## config.mk

```make
export PLATFORM = sky130hd
export DESIGN_NAME = projection_gap_separator_unit
export DESIGN_NICKNAME = d
export VERILOG_FILES = /design/src/rtl/pgs_pkg.sv /design/src/rtl/projection_gap_separator_unit.sv /design/src/rtl/pgs_front.sv /design/src/rtl/pgs_queue.sv /design/src/rtl/pgs_back.sv
export SDC_FILE = /design/constraint.sdc
export NUM_CORES = 1
export LEC_CHECK = 0
export BUFFER_PORTS_ARGS = -buffer_cell sky130_fd_sc_hd__buf_2
export CORE_UTILIZATION = 52
export DETAILED_ROUTE_END_ITERATION = 10
export GPL_TIMING_DRIVEN = 0
export PLACE_DENSITY_LB_ADDON = 0.15
export SKIP_LAST_GASP = 1
export SLEW_MARGIN = 30
export SYNTH_ARGS = -nofsm -noshare
export SYNTH_HDL_FRONTEND = slang
export SYNTH_SLANG_ARGS = --single-unit
export TNS_END_PERCENT = 10
```

## constraint.sdc

```tcl
create_clock -name clk -period 22.1 [get_ports clk]
set_input_delay 2.21 -clock clk [delete_from_list [all_inputs] [get_ports clk]]
set_output_delay 2.21 -clock clk [all_outputs]
set_load 0.01 [all_outputs]
```

## src/rtl/pgs_pkg.sv

```systemverilog
package pgs_pkg;

    localparam int VALUE_W    = 16;
    localparam int POS_W      = 12;
    localparam int LEN_W      = 13;
    localparam int MARGIN_W   = 5;
    localparam int MAX_LENGTH = 4096;
    localparam int MARGIN_MAX = 16;
    localparam int DATA_W     = 16;
    localparam int CFG_IDX_W  = 2;
    localparam int CFG_DATA_W = 13;
    localparam int QDEPTH     = 4;
    localparam int QPTR_W     = 2;
    localparam int QCNT_W     = QPTR_W + 1;

    localparam logic [CFG_IDX_W-1:0] CFG_EDGE_MARGIN    = 2'd0;
    localparam logic [CFG_IDX_W-1:0] CFG_PROFILE_LENGTH = 2'd1;

    localparam logic [MARGIN_W-1:0] MARGIN_RESET = 5'd4;
    localparam logic [LEN_W-1:0]    LENGTH_RESET = 13'd4096;

    typedef struct packed {
        logic             edge_valid;
        logic [POS_W-1:0] edge_pos;
        logic             final_valid;
        logic [POS_W-1:0] final_pos;
        logic             none_found;
    } pgs_job_t;

endpackage

```

## src/rtl/projection_gap_separator_unit.sv

```systemverilog
// an input beat's results are written into the job queue, then registered at the output
// throughput: one input beat per cycle while the job queue has room; each result is
//   one output beat, so an item with an edge and the profile end gives two, edge first
// a four-entry job queue between classifier and output stage absorbs stalls
// reset (rst_n low, asynchronous) clears all profile state and the queue,
//   edge_margin returns to 4 and profile_length to 4096
module projection_gap_separator_unit (
    input  logic                             clk,
    input  logic                             rst_n,
    input  logic                             cfg_valid,
    output logic                             cfg_ready,
    input  logic [pgs_pkg::CFG_IDX_W-1:0]    cfg_index,
    input  logic [pgs_pkg::CFG_DATA_W-1:0]   cfg_data,
    input  logic                             s_axis_tvalid,
    output logic                             s_axis_tready,
    input  logic [pgs_pkg::VALUE_W-1:0]      s_axis_tdata,  // profile_value
    output logic                             m_axis_tvalid,
    input  logic                             m_axis_tready,
    output logic [pgs_pkg::DATA_W-1:0]       m_axis_tdata,  // separator_position
    output logic                             m_axis_tlast,  // is_final
    output logic                             m_axis_tuser   // none_found
);
    import pgs_pkg::*;

    logic     push;
    logic     q_ready;
    logic     q_valid;
    logic     pop;
    pgs_job_t push_job;
    pgs_job_t head_job;

    assign cfg_ready     = 1'b1;
    assign s_axis_tready = q_ready;

    pgs_front u_front (
        .clk      (clk),
        .rst_n    (rst_n),
        .cfg_valid(cfg_valid),
        .cfg_index(cfg_index),
        .cfg_data (cfg_data),
        .in_valid (s_axis_tvalid),
        .in_value (s_axis_tdata),
        .q_ready  (q_ready),
        .push     (push),
        .job      (push_job)
    );

    pgs_queue u_queue (
        .clk     (clk),
        .rst_n   (rst_n),
        .push    (push),
        .push_job(push_job),
        .ready   (q_ready),
        .pop     (pop),
        .valid   (q_valid),
        .head_job(head_job)
    );

    pgs_back u_back (
        .clk      (clk),
        .rst_n    (rst_n),
        .q_valid  (q_valid),
        .q_job    (head_job),
        .pop      (pop),
        .out_valid(m_axis_tvalid),
        .out_ready(m_axis_tready),
        .out_data (m_axis_tdata),
        .out_last (m_axis_tlast),
        .out_user (m_axis_tuser)
    );

endmodule

```

## src/rtl/pgs_front.sv

```systemverilog
module pgs_front (
    input  logic                              clk,
    input  logic                              rst_n,
    input  logic                              cfg_valid,
    input  logic [pgs_pkg::CFG_IDX_W-1:0]     cfg_index,
    input  logic [pgs_pkg::CFG_DATA_W-1:0]    cfg_data,
    input  logic                              in_valid,
    input  logic [pgs_pkg::VALUE_W-1:0]       in_value,
    input  logic                              q_ready,
    output logic                              push,
    output pgs_pkg::pgs_job_t                 job
);
    import pgs_pkg::*;

    logic [MARGIN_W-1:0] edge_margin_reg;
    logic [LEN_W-1:0]    profile_length_reg;
    logic [POS_W-1:0]    sample_counter_reg, sample_counter_next;
    logic                older_zero_reg, older_zero_next;
    logic                newer_zero_reg, newer_zero_next;
    logic                first_emitted_reg, first_emitted_next;
    logic                pending_valid_reg, pending_valid_next;
    logic [POS_W-1:0]    pending_position_reg, pending_position_next;
    logic [POS_W-1:0]    latest_edge_reg, latest_edge_next;

    logic [MARGIN_W-1:0] k_c;
    logic [LEN_W-1:0]    len_c;
    logic [POS_W-1:0]    i_idx;
    logic                inner;
    logic                cur_zero;
    logic                is_last;
    logic                accept;
    logic [POS_W-1:0]    p_lo;
    logic [POS_W-1:0]    p_hi;
    logic [LEN_W-1:0]    hi_sum;
    logic [1:0]          edge_hit;

    always_ff @(posedge clk or negedge rst_n)
    begin
        if (!rst_n)
        begin
            edge_margin_reg    <= MARGIN_RESET;
            profile_length_reg <= LENGTH_RESET;
        end
        else if (cfg_valid)
        begin
            case (cfg_index)
                CFG_EDGE_MARGIN:    edge_margin_reg    <= cfg_data[MARGIN_W-1:0];
                CFG_PROFILE_LENGTH: profile_length_reg <= cfg_data[LEN_W-1:0];
                default:            ;
            endcase
        end
    end

    always_comb
    begin
        k_c = edge_margin_reg;
        if (edge_margin_reg == '0)
            k_c = MARGIN_W'(1);
        else if (edge_margin_reg > MARGIN_W'(MARGIN_MAX))
            k_c = MARGIN_W'(MARGIN_MAX);
        len_c = profile_length_reg;
        if (profile_length_reg == '0)
            len_c = LEN_W'(1);
        else if (profile_length_reg > LEN_W'(MAX_LENGTH))
            len_c = LEN_W'(MAX_LENGTH);
    end

    assign cur_zero = (in_value == '0);
    assign i_idx    = sample_counter_reg - POS_W'(1);
    assign hi_sum   = {1'b0, i_idx} + LEN_W'(k_c);
    assign p_lo     = i_idx - POS_W'(k_c);
    assign p_hi     = hi_sum[POS_W-1:0];
    assign inner    = (sample_counter_reg != '0) && (i_idx >= POS_W'(k_c))
                      && (hi_sum < len_c) && newer_zero_reg;
    assign edge_hit = {inner && !older_zero_reg, inner && !cur_zero};
    assign is_last  = ({1'b0, sample_counter_reg} + LEN_W'(1)) >= len_c;
    assign accept   = in_valid && q_ready;

    // edges taken in order: low side first, then high side
    always_comb
    begin
        logic [POS_W-1:0] p;
        logic [LEN_W-1:0] pair_sum;
        first_emitted_next    = first_emitted_reg;
        pending_valid_next    = pending_valid_reg;
        pending_position_next = pending_position_reg;
        latest_edge_next      = latest_edge_reg;
        job                   = '0;
        for (int e = 0; e < 2; e++)
        begin
            p        = (e == 0) ? p_lo : p_hi;
            pair_sum = {1'b0, pending_position_next} + {1'b0, p};
            if (edge_hit[e])
            begin
                latest_edge_next = p;
                if (!first_emitted_next)
                begin
                    first_emitted_next = 1'b1;
                    job.edge_valid     = 1'b1;
                    job.edge_pos       = p;
                end
                else if (!pending_valid_next)
                begin
                    pending_valid_next    = 1'b1;
                    pending_position_next = p;
                end
                else
                begin
                    pending_valid_next = 1'b0;
                    job.edge_valid     = 1'b1;
                    job.edge_pos       = pair_sum[LEN_W-1:1];
                end
            end
        end
        job.final_valid = is_last;
        job.final_pos   = first_emitted_next ? latest_edge_next : '0;
        job.none_found  = !first_emitted_next;

        older_zero_next     = newer_zero_reg;
        newer_zero_next     = cur_zero;
        sample_counter_next = sample_counter_reg + POS_W'(1);
        if (is_last)
        begin
            older_zero_next       = 1'b0;
            newer_zero_next       = 1'b0;
            sample_counter_next   = '0;
            first_emitted_next    = 1'b0;
            pending_valid_next    = 1'b0;
            pending_position_next = '0;
            latest_edge_next      = '0;
        end
    end

    assign push = accept && (job.edge_valid || job.final_valid);

    always_ff @(posedge clk or negedge rst_n)
    begin
        if (!rst_n)
        begin
            sample_counter_reg   <= '0;
            older_zero_reg       <= 1'b0;
            newer_zero_reg       <= 1'b0;
            first_emitted_reg    <= 1'b0;
            pending_valid_reg    <= 1'b0;
            pending_position_reg <= '0;
            latest_edge_reg      <= '0;
        end
        else if (accept)
        begin
            sample_counter_reg   <= sample_counter_next;
            older_zero_reg       <= older_zero_next;
            newer_zero_reg       <= newer_zero_next;
            first_emitted_reg    <= first_emitted_next;
            pending_valid_reg    <= pending_valid_next;
            pending_position_reg <= pending_position_next;
            latest_edge_reg      <= latest_edge_next;
        end
    end

endmodule

```

## src/rtl/pgs_queue.sv

```systemverilog
module pgs_queue (
    input  logic              clk,
    input  logic              rst_n,
    input  logic              push,
    input  pgs_pkg::pgs_job_t push_job,
    output logic              ready,
    input  logic              pop,
    output logic              valid,
    output pgs_pkg::pgs_job_t head_job
);
    import pgs_pkg::*;

    pgs_job_t          mem_reg [QDEPTH];
    logic [QPTR_W-1:0] wr_ptr_reg;
    logic [QPTR_W-1:0] rd_ptr_reg;
    logic [QCNT_W-1:0] count_reg;
    logic              do_push;
    logic              do_pop;

    assign ready    = count_reg != QCNT_W'(QDEPTH);
    assign valid    = count_reg != '0;
    assign head_job = mem_reg[rd_ptr_reg];
    assign do_push  = push && ready;
    assign do_pop   = pop && valid;

    always_ff @(posedge clk)
    begin
        if (do_push)
            mem_reg[wr_ptr_reg] <= push_job;
    end

    always_ff @(posedge clk or negedge rst_n)
    begin
        if (!rst_n)
        begin
            wr_ptr_reg <= '0;
            rd_ptr_reg <= '0;
            count_reg  <= '0;
        end
        else
        begin
            if (do_push)
                wr_ptr_reg <= wr_ptr_reg + QPTR_W'(1);
            if (do_pop)
                rd_ptr_reg <= rd_ptr_reg + QPTR_W'(1);
            if (do_push && !do_pop)
                count_reg <= count_reg + QCNT_W'(1);
            else if (do_pop && !do_push)
                count_reg <= count_reg - QCNT_W'(1);
        end
    end

    a_count_bound: assert property (@(posedge clk) disable iff (!rst_n)
        count_reg <= QCNT_W'(QDEPTH))
        else $error("queue count over depth");

    a_ptr_gap: assert property (@(posedge clk) disable iff (!rst_n)
        (wr_ptr_reg - rd_ptr_reg) == count_reg[QPTR_W-1:0])
        else $error("queue pointers disagree with count");

endmodule

```

## src/rtl/pgs_back.sv

```systemverilog
module pgs_back (
    input  logic                         clk,
    input  logic                         rst_n,
    input  logic                         q_valid,
    input  pgs_pkg::pgs_job_t            q_job,
    output logic                         pop,
    output logic                         out_valid,
    input  logic                         out_ready,
    output logic [pgs_pkg::DATA_W-1:0]   out_data,
    output logic                         out_last,
    output logic                         out_user
);
    import pgs_pkg::*;

    logic                out_valid_reg;
    logic [POS_W-1:0]    out_pos_reg;
    logic                out_last_reg;
    logic                out_user_reg;
    logic                phase_reg;
    logic                load;
    logic                take_edge;

    assign load      = !out_valid_reg || out_ready;
    assign take_edge = q_job.edge_valid && !phase_reg;
    assign pop       = load && q_valid && !(take_edge && q_job.final_valid);

    always_ff @(posedge clk or negedge rst_n)
    begin
        if (!rst_n)
        begin
            out_valid_reg <= 1'b0;
            phase_reg     <= 1'b0;
        end
        else if (load)
        begin
            out_valid_reg <= q_valid;
            if (q_valid)
                phase_reg <= take_edge && q_job.final_valid;
        end
    end

    always_ff @(posedge clk)
    begin
        if (load && q_valid)
        begin
            if (take_edge)
            begin
                out_pos_reg  <= q_job.edge_pos;
                out_last_reg <= 1'b0;
                out_user_reg <= 1'b0;
            end
            else
            begin
                out_pos_reg  <= q_job.final_pos;
                out_last_reg <= 1'b1;
                out_user_reg <= q_job.none_found;
            end
        end
    end

    assign out_valid = out_valid_reg;
    assign out_data  = DATA_W'(out_pos_reg);
    assign out_last  = out_last_reg;
    assign out_user  = out_user_reg;

    a_phase_head: assert property (@(posedge clk) disable iff (!rst_n)
        phase_reg |-> q_valid)
        else $error("split job lost its head entry");

    a_none_last: assert property (@(posedge clk) disable iff (!rst_n)
        out_valid_reg && out_user_reg |-> out_last_reg && out_pos_reg == '0)
        else $error("empty-profile beat not final or nonzero");

endmodule

```

Word-level counts from Yosys, hierarchy flattened
Memory sizes are Yosys's and may differ from the RTL's. Index checks and enable logic that the tools add are counted.

$add $sub $neg: 11. $lt $le $gt $ge: 5. Equal/unequal tests: 2. Mux-type cells: 40. Reductions and logical operators: 35.

Operators with widths (number): $mux W12 (13); $mux W13 (8); $add A12 B12 Y13 (2); $logic_not A16 Y1 (1); $logic_and A1 B1 Y1 (15); $mux W1 (15); $add A12 B1 Y13 const B (1); $add A12 B5 Y13 (1); $ge A13 B13 Y1 (1); $gt A13 B13 Y1 const B (1); $logic_not A13 Y1 (1); $lt A13 B13 Y1 (1); $add A12 B1 Y12 const B (1); $ge A12 B5 Y1 (1); $reduce_bool A12 Y1 (1); $sub A12 B1 Y12 const B (1); $sub A12 B5 Y12 (1); $mux W5 (2); $logic_not A1 Y1 (8); $mux W3 (2); $reduce_and A2 Y1 (3); $gt A5 B5 Y1 const B (1); $logic_not A5 Y1 (1); $add A2 B1 Y2 const B (2); other kinds (8) (9).

Register bits: 81. RAM bits: 108. Output and inout port bits: 21. Word-level logic and storage cells: 111. Memories kept: 1.

Memories: u_queue.mem_reg (depth 4, bits a word 27, rd ports 1, clocked after Yosys merged registers in 0, wr ports 1, line pgs_queue.sv:13) `pgs_job_t mem_reg [QDEPTH];`.

Longest topological paths before layout
Gate-level depths: netlist of the first run.

Word-level depth: 20. Depth in mapped cells: 37. Depth with buffers taken out: 35.

Cells and area by module
A second synthesis of the first run with hierarchy kept.

Cell total of the unflattened synthesis: 1006. Area total of the unflattened synthesis: 11473.5 um^2.

By module, submodules not included: pgs_front (times used 1, cells each 783, area an instance 6382.4 um^2, seq. area each 1453.9 um^2); pgs_queue (times used 1, cells each 176, area an instance 4315.4 um^2, seq. area each 3418.3 um^2); pgs_back (times used 1, cells each 45, area an instance 764.5 um^2, seq. area each 470.5 um^2); projection_gap_separator_unit (times used 1, cells each 2, area an instance 11.3 um^2, seq. area each 0.0 um^2).

Worst setup path after synthesis of the first run
Ideal clock, no wire load.

Path type: reg-to-reg. From: reg u_front.sample_counter_reg[0]. To: mem u_queue.mem_reg[0][25] in the netlist's numbering, data pin. Arrival: 6.785 ns. Path slack: 15.029 ns. Cell stages (with the launch flop): 37. Buffers on the path: 4. Period minus slack after synthesis: 7.071 ns. Cells stage by stage: dfrtp_1 > clkbuf_1 > inv_1 > ha_1 > clkbuf_1 > xor2_1 > ha_1 > clkbuf_1 > nor2_1 > nor2_1 > nor2_1 > nor2_1 > nor2_1 > o21ai_0 > nand4_1 > o21ai_0 > xor2_1 > ha_1 > nand3_1 > or4_1 > nor4_4 > nor4_2 > buf_2 > nand2_1 > o21ai_1 > fa_1 > a21o_1 > a21oi_1 > o21bai_1 > a21oi_1 > o21bai_1 > a21oi_1 > o21ai_0 > a21oi_1 > a21oi_1 > a21oi_1 > o21ai_0.

RTL lines: from (decl) (line pgs_front.sv:17) `logic [POS_W-1:0] sample_counter_reg, sample_counter_next;`; from (signal assigned) (line pgs_front.sv:150) `sample_counter_reg <= sample_counter_next;`; to (decl) (line pgs_queue.sv:13).

==> impl_metrics.prom, run 1 <==
# TYPE chip_impl_metric gauge
chip_impl_metric{name="combinationalPowerShare",unit=""} 0.567
chip_impl_metric{name="finish.cell_count_without_fillers",unit=""} 1346
chip_impl_info{name="timing_worst_setup_path_type",value="reg -> reg"} 1
chip_impl_metric{name="share_seq_of_total_power",unit=""} 0.254
chip_impl_metric{name="cts_repair_resize_count",unit=""} 0
chip_impl_metric{name="async_flop_share",unit=""} 0.3545
chip_impl_metric{name="via_count_of_the_first_global_routing_pass",unit=""} 7607
chip_impl_metric{name="power.net_switching",unit="mW"} 0.7913
chip_impl_metric{name="largest_reg_flops",unit=""} 108
chip_impl_metric{name="htree_num_levels",unit=""} 4
chip_impl_metric{name="power_frac_clock",unit=""} 0.180
chip_impl_metric{name="report.final.slew_viol_count",unit=""} 0
chip_impl_info{name="grt_setup_unrepaired",value="no"} 1
chip_impl_metric{name="path_max_fanout",unit=""} 10
chip_impl_metric{name="initial_core_util",unit=""} 0.5333
chip_impl_metric{name="fmax",unit="GHz"} 0.1054
chip_impl_metric{name="firstDrtPassIters",unit=""} 5
chip_impl_metric{name="routed_via_density",unit=""} 5.941
chip_impl_info{name="end_kind",value="register"} 1
chip_impl_metric{name="row_count",unit=""} 53
chip_impl_info{name="result_of_the_run",value="completed"} 1
chip_impl_info{name="critical_path.startpoint",value="u_front.sample_counter_reg[0]"} 1
chip_impl_info{name="dominantRegCellSynth",value="edfxtp_1"} 1
chip_impl_metric{name="vias",unit=""} 7996
chip_impl_metric{name="arrival",unit="ps"} 9540
chip_impl_metric{name="place_inst",unit=""} 1314
chip_impl_metric{name="hold_ws",unit="ps"} 494.8
chip_impl_metric{name="synth-seq-cells",unit=""} 189
chip_impl_info{name="startpoint_of_the_worst_hold_path",value="u_front.latest_edge_reg[7]"} 1
chip_impl_metric{name="cts_post_setup_buffers_inserted",unit=""} 0
chip_impl_metric{name="edff_count_synth",unit=""} 122
chip_impl_metric{name="syn_area",unit="mm2"} 0.01125
chip_impl_metric{name="unique_masters_post_synth",unit=""} 82
chip_impl_metric{name="first_pass_grt_wire_length",unit="um"} 43140
chip_impl_metric{name="core_area",unit="mm2"} 0.02109
chip_impl_info{name="worst_path_most_repeated_cell",value="a21oi_1"} 1
chip_impl_metric{name="numClockSinks",unit=""} 189
chip_impl_metric{name="internal_power",unit="mW"} 0.9290
chip_impl_info{name="mostFrequentLayoutCell",value="edfxtp_1"} 1
chip_impl_info{name="hold_path_end",value="u_front.latest_edge_reg[7]"} 1
chip_impl_metric{name="port-buffer-count",unit=""} 51
chip_impl_metric{name="drt_wl_total",unit="um"} 27730
chip_impl_metric{name="ant_nets",unit=""} 0
chip_impl_metric{name="power_leakage",unit="nW"} 4.887
chip_impl_metric{name="min_period_over_period",unit=""} 0.4293
chip_impl_metric{name="power.density_cell_area",unit="mW/mm2"} 137.5
chip_impl_info{name="top_signal_layer_used",value="met4"} 1
chip_impl_metric{name="maxSlewHeadroom",unit=""} 0.3545
chip_impl_metric{name="die_y",unit="um"} 149.1
chip_impl_metric{name="final_hold_violation_count",unit=""} 0
chip_impl_metric{name="worst_hold_path.num_cells",unit=""} 2
chip_impl_metric{name="die-area",unit="mm2"} 0.02222
chip_impl_metric{name="finalWeightedCongestion",unit=""} 0.9326
chip_impl_metric{name="clock-skew-final",unit="ps"} 16.59
chip_impl_metric{name="finalSetupTns",unit="ps"} 0
chip_impl_metric{name="tightest_pin_transition",unit="ps"} 958.2
chip_impl_metric{name="cts_buffers",unit=""} 17
chip_impl_info{name="cts_tree",value="done"} 1
chip_impl_metric{name="synth_sequential_area_ratio",unit=""} 0.4750
chip_impl_metric{name="r2r_setup_slack",unit="ps"} 12610
chip_impl_metric{name="clock_insertion_delay_worst_skew",unit="ps"} 450
chip_impl_metric{name="cts.reportedPaths.clkPinSlew",unit="ps"} 80
chip_impl_metric{name="utilization",unit=""} 0.5932
chip_impl_metric{name="pin_count",unit=""} 57
chip_impl_info{name="most-common-layout-cells",value="122 x edfxtp_1, 92 x nand2_1, 70 x o21ai_0, 67 x nor2_1, 65 x dfrtp_1"} 1
chip_impl_metric{name="power.switching_fraction",unit=""} 0.4600
chip_impl_metric{name="drt_first_iter_violations",unit=""} 518
chip_impl_metric{name="clock_path_buffers",unit=""} 2
chip_impl_info{name="timing.rr.start",value="u_front.sample_counter_reg[0]"} 1
chip_impl_metric{name="grt_max_degree",unit=""} 36
chip_impl_info{name="timing.hold.worst.class",value="reg -> reg"} 1
chip_impl_metric{name="route.met2.wl",unit="um"} 13380
chip_impl_info{name="clockRootBuffer",value="clkbuf_16"} 1
chip_impl_metric{name="layout.nets",unit=""} 1162
chip_impl_metric{name="grt.total_usage",unit=""} 0.2611
chip_impl_metric{name="route.layer.met1.wl",unit="um"} 12290
chip_impl_metric{name="met3_wirelength",unit="um"} 1350
chip_impl_metric{name="fraction_of_final_layout_cells_sized_beyond_drive_strength_1",unit=""} 0.1989
chip_impl_metric{name="gr-total-overflow",unit=""} 0
chip_impl_metric{name="syn_to_final_growth",unit="%"} 11.21
chip_impl_metric{name="wl_per_cell",unit="um"} 20.60
chip_impl_metric{name="vdd_ir_drop_max",unit="uV"} 79.80
chip_impl_metric{name="cap_violations",unit=""} 0
chip_impl_metric{name="worst_ep_required_time",unit="ps"} 22160
chip_impl_metric{name="insertedDiodeCount",unit=""} 0
chip_impl_metric{name="ys_warn_count",unit=""} 0
chip_impl_metric{name="ctsHoldBuffers",unit=""} 0
chip_impl_metric{name="post_synth_inst_count",unit=""} 982
chip_impl_info{name="worstSetupStartpointType",value="register"} 1
chip_impl_info{name="worstReg2RegEnd",value="u_queue.mem_reg[0][25]"} 1
chip_impl_metric{name="setup_viol",unit=""} 0
chip_impl_metric{name="synth.avg_cell_area",unit="um2"} 11.45
chip_impl_metric{name="reg2regPathDepth",unit=""} 36
chip_impl_metric{name="drcViolationCount",unit=""} 0
chip_impl_metric{name="hpwlAfterDp",unit="um"} 20380
chip_impl_metric{name="timing.final.crit_period",unit="ps"} 9487
chip_impl_info{name="crit_slowest_cell",value="nor4_2"} 1
chip_impl_metric{name="critical-path-max-stage-delay",unit="ps"} 730
chip_impl_metric{name="dieWidth",unit="um"} 149.1
chip_impl_metric{name="grt_antenna_before_repair",unit=""} 0
[cell usage after synthesis, types with 7 or more instances]
| cell type | n | share of area |
|---|---|---|
| nor2_1 | 67 | 0.022 |
| nor3_1 | 17 | 0.0076 |
| nor2b_1 | 10 | 0.0056 |
| edfxtp_1 | 122 | 0.33 |
| buf_4 | 7 | 0.0047 |
| nor4_1 | 9 | 0.0050 |
| o21ai_0 | 70 | 0.031 |
| xnor2_1 | 32 | 0.025 |
| buf_2 | 12 | 0.0053 |
| mux2i_1 | 14 | 0.012 |
| mux2_2 | 44 | 0.044 |
| nand2b_1 | 7 | 0.0039 |
| inv_1 | 42 | 0.014 |
| nand4_1 | 9 | 0.0050 |
| xor2_1 | 29 | 0.023 |
| ha_1 | 63 | 0.070 |
| a21o_1 | 9 | 0.0060 |
| a22o_1 | 17 | 0.013 |
| nand3_1 | 12 | 0.0053 |
| mux4_2 | 27 | 0.054 |
| a21oi_1 | 41 | 0.018 |
| clkbuf_1 | 26 | 0.0087 |
| and2_1 | 10 | 0.0056 |
| dfrtp_1 | 65 | 0.14 |
| nand2_1 | 92 | 0.031 |
[logic make-up (layout without fill, tap and decap cells)]
logic type | Yosys count | after routing | synth area share
AOI/OAI and AO/OA | 209 | 209 | 0.1239
xor gates and xnor gates | 64 | 64 | 0.05340
muxes | 89 | 89 | 0.1149
DFF | 189 | 189 | 0.4750
other | 2 | 5 | 0.0006677
adders and majority gates | 68 | 68 | 0.07899
buffers and inverters | 97 | 183 | 0.03738
and+or+nand+nor | 264 | 264 | 0.1157
[power by group through the flow]
stage	registers (mW)	clock network [mW]	logic, mW
2_1_floorplan	0.445	0	0.676
3_3_place_gp	0.443	0	0.945
3_5_place_dp	0.444	0	0.956
4_1_cts	0.437	0.312	0.962
5_1_grt	0.441	0.323	1.05
6_report	0.436	0.309	0.975
[stage by stage]
stage | setup slack, ps | area, um2 | total power [mW]
finish | 12610 | 12510 | 1.720
detailed placement | 12830 | 11920 | 1.400
global placement | 12910 | 11860 | 1.388
global route | 12160 | 12510 | 1.819
CTS | 12780 | 12510 | 1.711
floorplan | 15030 | 11260 | 1.121
[worst max-delay path: cells and delay by family (launching register included)]
kind | cells | cell delay, ps
buffers and inverters | 5 | 1380
and+or+nand+nor | 9 | 1560
DFF | 1 | 440
adders and majority gates | 4 | 1380
xor gates and xnor gates | 2 | 910
AOI/OAI and AO/OA | 16 | 3420
[metal layers]
| metal | global-route usage | vias to the layer above |
|---|---|---|
| met1 | 0.3532 | 3909 |
| met3 | 0.03761 | 48 |
| li1 | - | 3758 |
| met4 | 0.08878 | 0 |
| met5 | 0 | - |
| met2 | 0.4312 | 281 |
[worst max path at each step]
stage,end
3_3_place_gp,u_queue.mem_reg[0][25]
4_1_cts,u_queue.mem_reg[0][25]
2_1_floorplan,u_queue.mem_reg[0][25]
6_report,u_queue.mem_reg[0][25]
3_5_place_dp,u_queue.mem_reg[0][25]
5_1_grt,u_queue.mem_reg[0][25]
[layout make-up]
| class | count | area (um2) |
|---|---|---|
| Inverter | 44 | 165.2 |
| Timing Repair Buffer | 54 | 305.3 |
| Clock buffer | 17 | 425.4 |
| Buffer | 53 | 256.5 |
| Fill cell | 1746 | 8579 |
| Sequential cell | 189 | 5343 |
| Clock inverter | 15 | 165.2 |
| Multi-Input combinational cell | 699 | 5504 |
| Tap cell | 275 | 344.1 |
No activity file was read; power rests on OpenSTA's default activity.
==> inputs of run 2 (changes only) <==
--- a/config.mk
+++ b/config.mk
@@ -5,6 +5,7 @@
 export SDC_FILE = /design/constraint.sdc
 export NUM_CORES = 1
 export LEC_CHECK = 0
+export ABC_AREA = 1
 export BUFFER_PORTS_ARGS = -buffer_cell sky130_fd_sc_hd__buf_2
 export CORE_UTILIZATION = 52
 export DETAILED_ROUTE_END_ITERATION = 10
==> constraint.sdc (replaced) <==
create_clock -name clk -period 8.3 [get_ports clk]
set_input_delay 0.83 -clock clk [delete_from_list [all_inputs] [get_ports clk]]
set_output_delay 0.83 -clock clk [all_outputs]
set_load 0.01 [all_outputs]
==> impl_metrics.prom, run 2 <==
# TYPE chip_impl_metric gauge
chip_impl_metric{name="fmax",unit="GHz"} 0.1366
chip_impl_metric{name="finalWeightedCongestion",unit=""} 0.9937
chip_impl_metric{name="die_y",unit="um"} 150.5
chip_impl_metric{name="drt_wl_total",unit="um"} 31140
chip_impl_info{name="cts_tree",value="done"} 1
chip_impl_metric{name="async_flop_share",unit=""} 0.3545
chip_impl_metric{name="cts_buffers",unit=""} 17
chip_impl_info{name="yosysTopAreaCell",value="edfxtp_1"} 1
chip_impl_info{name="timing.hold.worst.class",value="in -> async"} 1
chip_impl_metric{name="edff_count_synth",unit=""} 122
chip_impl_metric{name="maxSlewHeadroom",unit=""} 0.4291
chip_impl_metric{name="clock-skew-final",unit="ps"} 21.30
chip_impl_metric{name="syn_area",unit="mm2"} 0.01146
chip_impl_metric{name="drcViolationCount",unit=""} 0
chip_impl_metric{name="fraction_of_final_layout_cells_sized_beyond_drive_strength_1",unit=""} 0.1392
chip_impl_metric{name="routed_via_density",unit=""} 5.681
chip_impl_metric{name="drt_first_iter_violations",unit=""} 729
chip_impl_metric{name="place_inst",unit=""} 1637
chip_impl_metric{name="ant_nets",unit=""} 0
chip_impl_metric{name="synth.avg_cell_area",unit="um2"} 8.802
chip_impl_metric{name="cap_violations",unit=""} 0
chip_impl_metric{name="setup_viol",unit=""} 0
chip_impl_metric{name="stdcell_area",unit="mm2"} 0.01289
chip_impl_info{name="synth_common_cells",value="196 x nand2_1, 174 x nor2_1, 143 x inv_1"} 1
chip_impl_metric{name="cts.reportedPaths.clkPinSlew",unit="ps"} 90
chip_impl_metric{name="utilization",unit=""} 0.6058
chip_impl_metric{name="dieWidth",unit="um"} 150.5
chip_impl_metric{name="htree_num_levels",unit=""} 4
chip_impl_metric{name="vdd_ir_drop_max",unit="uV"} 274.9
chip_impl_metric{name="syn_to_final_growth",unit="%"} 12.52
chip_impl_metric{name="path_max_fanout",unit=""} 10
chip_impl_metric{name="final_hold_violation_count",unit=""} 0
chip_impl_metric{name="power_leakage",unit="nW"} 5.826
chip_impl_info{name="most-common-layout-cells",value="196 x nand2_1, 170 x nor2_1, 143 x inv_1, 122 x edfxtp_1, 110 x o21ai_0"} 1
chip_impl_metric{name="synth-seq-cells",unit=""} 189
chip_impl_metric{name="grt_max_degree",unit=""} 38
chip_impl_metric{name="ctsHoldBuffers",unit=""} 0
chip_impl_metric{name="port-buffer-count",unit=""} 51
chip_impl_metric{name="via_count_of_the_first_global_routing_pass",unit=""} 9134
chip_impl_metric{name="clock_path_buffers",unit=""} 2
chip_impl_metric{name="grt_antenna_before_repair",unit=""} 0
chip_impl_info{name="clockRootBuffer",value="clkbuf_16"} 1
chip_impl_metric{name="largest_reg_flops",unit=""} 108
chip_impl_metric{name="power.density_cell_area",unit="mW/mm2"} 454.7
chip_impl_metric{name="num-fill-cells",unit=""} 1855
chip_impl_info{name="mostFrequentLayoutCell",value="nand2_1"} 1
chip_impl_metric{name="synth_sequential_area_ratio",unit=""} 0.4662
chip_impl_info{name="end_kind",value="register"} 1
chip_impl_metric{name="first_pass_grt_wire_length",unit="um"} 48810
chip_impl_info{name="result_of_the_run",value="completed"} 1
chip_impl_info{name="crit_slowest_cell",value="dfrtp_1"} 1
chip_impl_metric{name="worst_ep_required_time",unit="ps"} 8490
chip_impl_info{name="dominantRegCellSynth",value="edfxtp_1"} 1
chip_impl_metric{name="timing.final.crit_period",unit="ps"} 7319
chip_impl_metric{name="post_synth_inst_count",unit=""} 1302
chip_impl_metric{name="ys_warn_count",unit=""} 0
chip_impl_metric{name="row_count",unit=""} 53
chip_impl_metric{name="numClockSinks",unit=""} 189
chip_impl_metric{name="grt.total_usage",unit=""} 0.2878
chip_impl_metric{name="cts_repair_resize_count",unit=""} 0
chip_impl_info{name="synth_top_cells_by_area",value="edfxtp_1 32%, dfrtp_1 14%, ha_1 6.9%, nand2_1 6.4%, nor2_1 5.7%"} 1
chip_impl_info{name="grt_setup_unrepaired",value="no"} 1
chip_impl_metric{name="core_area",unit="mm2"} 0.02129
chip_impl_info{name="worstSetupStartpointType",value="register"} 1
chip_impl_metric{name="finalSetupTns",unit="ps"} 0
chip_impl_metric{name="die-area",unit="mm2"} 0.02264
chip_impl_info{name="yosys.cell_count.top_type",value="nand2_1"} 1
chip_impl_metric{name="hpwlAfterDp",unit="um"} 22840
chip_impl_metric{name="unique_masters_post_synth",unit=""} 65
chip_impl_metric{name="finish.cell_count_without_fillers",unit=""} 1669
chip_impl_metric{name="report.final.slew_viol_count",unit=""} 0
chip_impl_metric{name="initial_core_util",unit=""} 0.5384
chip_impl_metric{name="wl_per_cell",unit="um"} 18.66
chip_impl_metric{name="clock_insertion_delay_worst_skew",unit="ps"} 450
chip_impl_metric{name="layout.nets",unit=""} 1485
chip_impl_info{name="worst_path_most_repeated_cell",value="nand2_1"} 1
chip_impl_metric{name="pin_count",unit=""} 57
chip_impl_metric{name="tightest_pin_transition",unit="ps"} 856.4
chip_impl_metric{name="critical-path-max-stage-delay",unit="ps"} 470
chip_impl_metric{name="place_area",unit="mm2"} 0.01225
chip_impl_metric{name="cts_post_setup_buffers_inserted",unit=""} 0
chip_impl_metric{name="min_period_over_period",unit=""} 0.8819
chip_impl_metric{name="synth_top_area_share",unit=""} 0.3197
chip_impl_info{name="timing_worst_setup_path_type",value="reg -> reg"} 1
chip_impl_metric{name="gr-total-overflow",unit=""} 0
chip_impl_metric{name="insertedDiodeCount",unit=""} 0
chip_impl_metric{name="vias",unit=""} 9481
chip_impl_metric{name="arrival",unit="ps"} 7510
chip_impl_metric{name="firstDrtPassIters",unit=""} 5
-- run 2: changes by cell type after synthesis, sizes merged, moves of 35 or more --
cell	change
inv	+117
nor2	+118
o22ai	+37
nand2	+131
o21ai	+65
mux2	-43
nand3	+35
-- run 2: cells by family after synthesis --
| kind of cell | synth area share |
|---|---|
| adders and majority gates | 0.07752 |
| xor gates and xnor gates | 0.02882 |
| and+or+nand+nor | 0.1986 |
| buffers and inverters | 0.07555 |
| DFF | 0.4662 |
| other | 0.0006553 |
| AOI/OAI and AO/OA | 0.1460 |
| muxes | 0.006660 |
-- run 2: layout make-up --
cell class / count / area [um2] / share of cell area
Multi-Input combinational cell: 905 / 5299 / 0.4109
Clock inverter: 15 / 222.7 / 0.01727
Buffer: 47 / 244.0 / 0.01892
Timing Repair Buffer: 57 / 395.4 / 0.03066
Sequential cell: 189 / 5343 / 0.4143
Tap cell: 275 / 344.1 / 0.02668
Clock buffer: 17 / 425.4 / 0.03299
Inverter: 164 / 621.8 / 0.04822
-- run 2: stage by stage --
stage | hold slack [ps] | total power, mW | setup WS (ps)
4_1_cts | 382.3 | 5.814 | 1111
3_3_place_gp | 467.2 | 4.803 | 1105
6_report | 366.3 | 5.863 | 980.5
2_1_floorplan | 447.9 | 3.884 | 2413
5_1_grt | 399.5 | 6.330 | 591.3
3_5_place_dp | 483.2 | 4.900 | 1182
-- run 2: worst paths after layout --
kind | startpoint | end | slack (ps) | depth (start not counted)
worst max-delay path | u_front.sample_counter_reg[0] | u_queue.mem_reg[0][23] | 980 | 34
worst min-delay path | rst_n | u_front.profile_length_reg[8] | 370 | 1
worst max register to register | u_front.sample_counter_reg[0] | u_queue.mem_reg[0][23] | 980 | 34
worst min register to register | u_front.latest_edge_reg[0] | u_front.latest_edge_reg[0] | 500 | 2
max in group asynchronous | rst_n | u_front.latest_edge_reg[1] | 7350 | 2
min in group clk | u_front.latest_edge_reg[0] | u_front.latest_edge_reg[0] | 500 | 2
-- run 2: layer usage --
layer,track usage,vias to the layer above,share of wire,wire (um)
li1,-,4561,-,-
met2,0.4765,380,0.48,14860
met4,0.1242,0,0.041,1288
met3,0.04030,80,0.062,1927
met5,0,-,0,0
met1,0.3763,4460,0.42,13060
-- run 2: critical path: cells and delay by family, from the launching register on --
kind                     cells  cell delay (ps)
AO/OA/AOI/OAI                9             2040
AND/OR/NAND/NOR             12             1380
adder cells (fa/ha/maj)      4             1360
buffers and inverters        6             1110
XOR/XNOR                     3              680
flip-flops                   1              470
-- run 2: where the power goes --
group          internal, mW  leakage (nW)  switching (mW)
logic                  1.13          3.51            2.48
clock network         0.430         0.312           0.475
registers              1.23          2.00           0.112
==> inputs of run 3 (changes only) <==
--- a/config.mk
+++ b/config.mk
@@ -7,6 +7,7 @@
 export LEC_CHECK = 0
 export ABC_AREA = 1
 export BUFFER_PORTS_ARGS = -buffer_cell sky130_fd_sc_hd__buf_2
+export CORE_ASPECT_RATIO = 0.5
 export CORE_UTILIZATION = 52
 export DETAILED_ROUTE_END_ITERATION = 10
 export GPL_TIMING_DRIVEN = 0
==> constraint.sdc (replaced) <==
create_clock -name clk -period 7.6 [get_ports clk]
set_input_delay 0.76 -clock clk [delete_from_list [all_inputs] [get_ports clk]]
set_output_delay 0.76 -clock clk [all_outputs]
set_load 0.01 [all_outputs]
==> impl_metrics.prom, run 3 (synthesized netlist as in run 2, its figures left out) <==
# TYPE chip_impl_metric gauge
chip_impl_info{name="result_of_the_run",value="completed"} 1
chip_impl_info{name="worstSetupStartpointType",value="register"} 1
chip_impl_metric{name="grt.total_usage",unit=""} 0.2936
chip_impl_info{name="end_kind",value="register"} 1
chip_impl_metric{name="drcViolationCount",unit=""} 0
chip_impl_info{name="cts_tree",value="done"} 1
chip_impl_metric{name="finish.cell_count_without_fillers",unit=""} 1686
chip_impl_metric{name="drt_wl_total",unit="um"} 31490
chip_impl_metric{name="place_inst",unit=""} 1654
chip_impl_metric{name="largest_reg_flops",unit=""} 108
chip_impl_metric{name="timing.final.crit_period",unit="ps"} 7132
chip_impl_metric{name="critPathBufInv",unit=""} 5
chip_impl_metric{name="wl_per_cell",unit="um"} 18.68
chip_impl_metric{name="power.density_cell_area",unit="mW/mm2"} 494.5
chip_impl_metric{name="cts.reportedPaths.clkPinSlew",unit="ps"} 80
chip_impl_metric{name="row_count",unit=""} 37
chip_impl_metric{name="utilization",unit=""} 0.6125
chip_impl_metric{name="ctsHoldBuffers",unit=""} 0
chip_impl_metric{name="core_area",unit="mm2"} 0.02106
chip_impl_metric{name="vias",unit=""} 9416
chip_impl_info{name="crit_slowest_cell",value="fa_1"} 1
chip_impl_info{name="grt_setup_unrepaired",value="no"} 1
chip_impl_metric{name="gr-total-overflow",unit=""} 0
chip_impl_metric{name="cts_post_setup_buffers_inserted",unit=""} 0
chip_impl_metric{name="fraction_of_final_layout_cells_sized_beyond_drive_strength_1",unit=""} 0.1399
chip_impl_info{name="worst_path_most_repeated_cell",value="nand2_1"} 1
chip_impl_metric{name="global_route.usage.met2",unit=""} 0.4834
chip_impl_metric{name="report.final.slew_viol_count",unit=""} 0
chip_impl_metric{name="layout.nets",unit=""} 1485
chip_impl_metric{name="path_max_fanout",unit=""} 10
chip_impl_metric{name="gr-usage-met3",unit=""} 0.05917
chip_impl_metric{name="die-area",unit="mm2"} 0.02267
chip_impl_info{name="timing.hold.worst.class",value="in -> async"} 1
chip_impl_info{name="most-common-layout-cells",value="196 x nand2_1, 170 x nor2_1, 143 x inv_1, 122 x edfxtp_1, 109 x o21ai_0"} 1
chip_impl_metric{name="finalSetupTns",unit="ps"} 0
chip_impl_metric{name="hpwlAfterDp",unit="um"} 23640
chip_impl_metric{name="tightest_pin_transition",unit="ps"} 885.2
chip_impl_metric{name="drt_first_iter_violations",unit=""} 887
chip_impl_metric{name="worst_ep_required_time",unit="ps"} 7710
chip_impl_metric{name="via_count_of_the_first_global_routing_pass",unit=""} 9149
chip_impl_metric{name="first_pass_grt_wire_length",unit="um"} 49480
chip_impl_metric{name="ant_nets",unit=""} 0
chip_impl_metric{name="cap_violations",unit=""} 0
chip_impl_metric{name="vdd_ir_drop_max",unit="uV"} 176.5
chip_impl_metric{name="critical-path-max-stage-delay",unit="ps"} 450
chip_impl_metric{name="htree_num_levels",unit=""} 4
chip_impl_info{name="clockRootBuffer",value="clkbuf_16"} 1
chip_impl_metric{name="arrival",unit="ps"} 7250
chip_impl_metric{name="routed_via_density",unit=""} 5.585
chip_impl_metric{name="dieWidth",unit="um"} 211.9
chip_impl_metric{name="grt_max_degree",unit=""} 38
chip_impl_info{name="grt_most_used_layer",value="met2"} 1
chip_impl_metric{name="port-buffer-count",unit=""} 51
chip_impl_metric{name="clock-skew-final",unit="ps"} 14.66
chip_impl_metric{name="power_leakage",unit="nW"} 5.817
chip_impl_metric{name="finalWeightedCongestion",unit=""} 0.9068
chip_impl_metric{name="setup_viol",unit=""} 0
chip_impl_metric{name="clock_insertion_delay_worst_skew",unit="ps"} 450
chip_impl_metric{name="min_period_over_period",unit=""} 0.9384
chip_impl_metric{name="cts_buffers",unit=""} 17
chip_impl_metric{name="grtUsageMet1",unit=""} 0.3894
chip_impl_info{name="mostFrequentLayoutCell",value="nand2_1"} 1
chip_impl_metric{name="maxSlewHeadroom",unit=""} 0.4099
chip_impl_metric{name="fmax",unit="GHz"} 0.1402
chip_impl_metric{name="final_hold_violation_count",unit=""} 0
chip_impl_info{name="timing_worst_setup_path_type",value="reg -> reg"} 1
chip_impl_metric{name="syn_to_final_growth",unit="%"} 12.59
chip_impl_metric{name="firstDrtPassIters",unit=""} 5
chip_impl_metric{name="initial_core_util",unit=""} 0.5440
chip_impl_metric{name="grt_antenna_before_repair",unit=""} 1
chip_impl_metric{name="insertedDiodeCount",unit=""} 0
chip_impl_info{name="timing.critical_path.max_delay_family",value="simple AND/OR/NAND/NOR gates"} 1
chip_impl_metric{name="clock_path_buffers",unit=""} 2
chip_impl_metric{name="die_y",unit="um"} 107.0
chip_impl_metric{name="pin_count",unit=""} 57
chip_impl_metric{name="numClockSinks",unit=""} 189
run 3: changes by cell type in the layout (fill, tap and decap cells not counted), sizes merged:
cell	change
bufinv	+3
clkinv	+2
clkinvlp	+1
inv	-6
run 3: routing by layer:
layer	wire length [um]	part of all wire	vias up
li1	-	-	4574
met1	13860	0.44	4433
met2	14480	0.46	355
met3	2424	0.077	52
met4	718	0.023	2
met5	12	0.00038	-
run 3: stage by stage:
stage	area [um2]	setup WS, ps	hold WS (ps)	total power [mW]
6_report	12900	468.3	254.2	6.381
5_1_grt	12900	1.986	282.0	6.906
4_1_cts	12880	227.1	243.4	6.327
3_5_place_dp	12270	250.4	488.3	5.358
3_3_place_gp	12090	175.7	463.0	5.243
2_1_floorplan	11470	1713	447.9	4.242
run 3: cell type report:
class	instances	area, um2
buffer	47	244.0
clock buffer	17	425.4
clock inverter	15	187.7
fill	1846	8162
inverter	164	621.8
multi-input combinational	905	5320
sequential	189	5343
tap	292	365.4
timing repair buffer	57	395.4
run 3: timing repair:
action                                  4_1_cts  5_1_grt
resized for setup                             0        5
hold endpoints to repair                      0        0
endpoints found under the setup margin        0       12
run 3: final timing paths:
check / startpoint / slack [ps] / to / cells after the start
setup / recovery: u_front.edge_margin_reg[1] / 470 / u_queue.mem_reg[3][25] / 37
hold / removal: rst_n / 250 / u_front.profile_length_reg[10] / 1
setup reg to reg: u_front.edge_margin_reg[1] / 470 / u_queue.mem_reg[3][25] / 37
hold reg to reg: u_front.latest_edge_reg[6] / 500 / u_front.latest_edge_reg[6] / 2
max in group asynchronous: rst_n / 6770 / u_front.latest_edge_reg[1] / 2
min in group clk: u_front.latest_edge_reg[6] / 500 / u_front.latest_edge_reg[6] / 2
run 3: power by group:
part	leakage, nW	internal [mW]	total (mW)	switching (mW)
sequential	2.00	1.34	1.47	0.125
clock	0.301	0.525	0.951	0.426
combinational	3.51	1.24	3.96	2.72
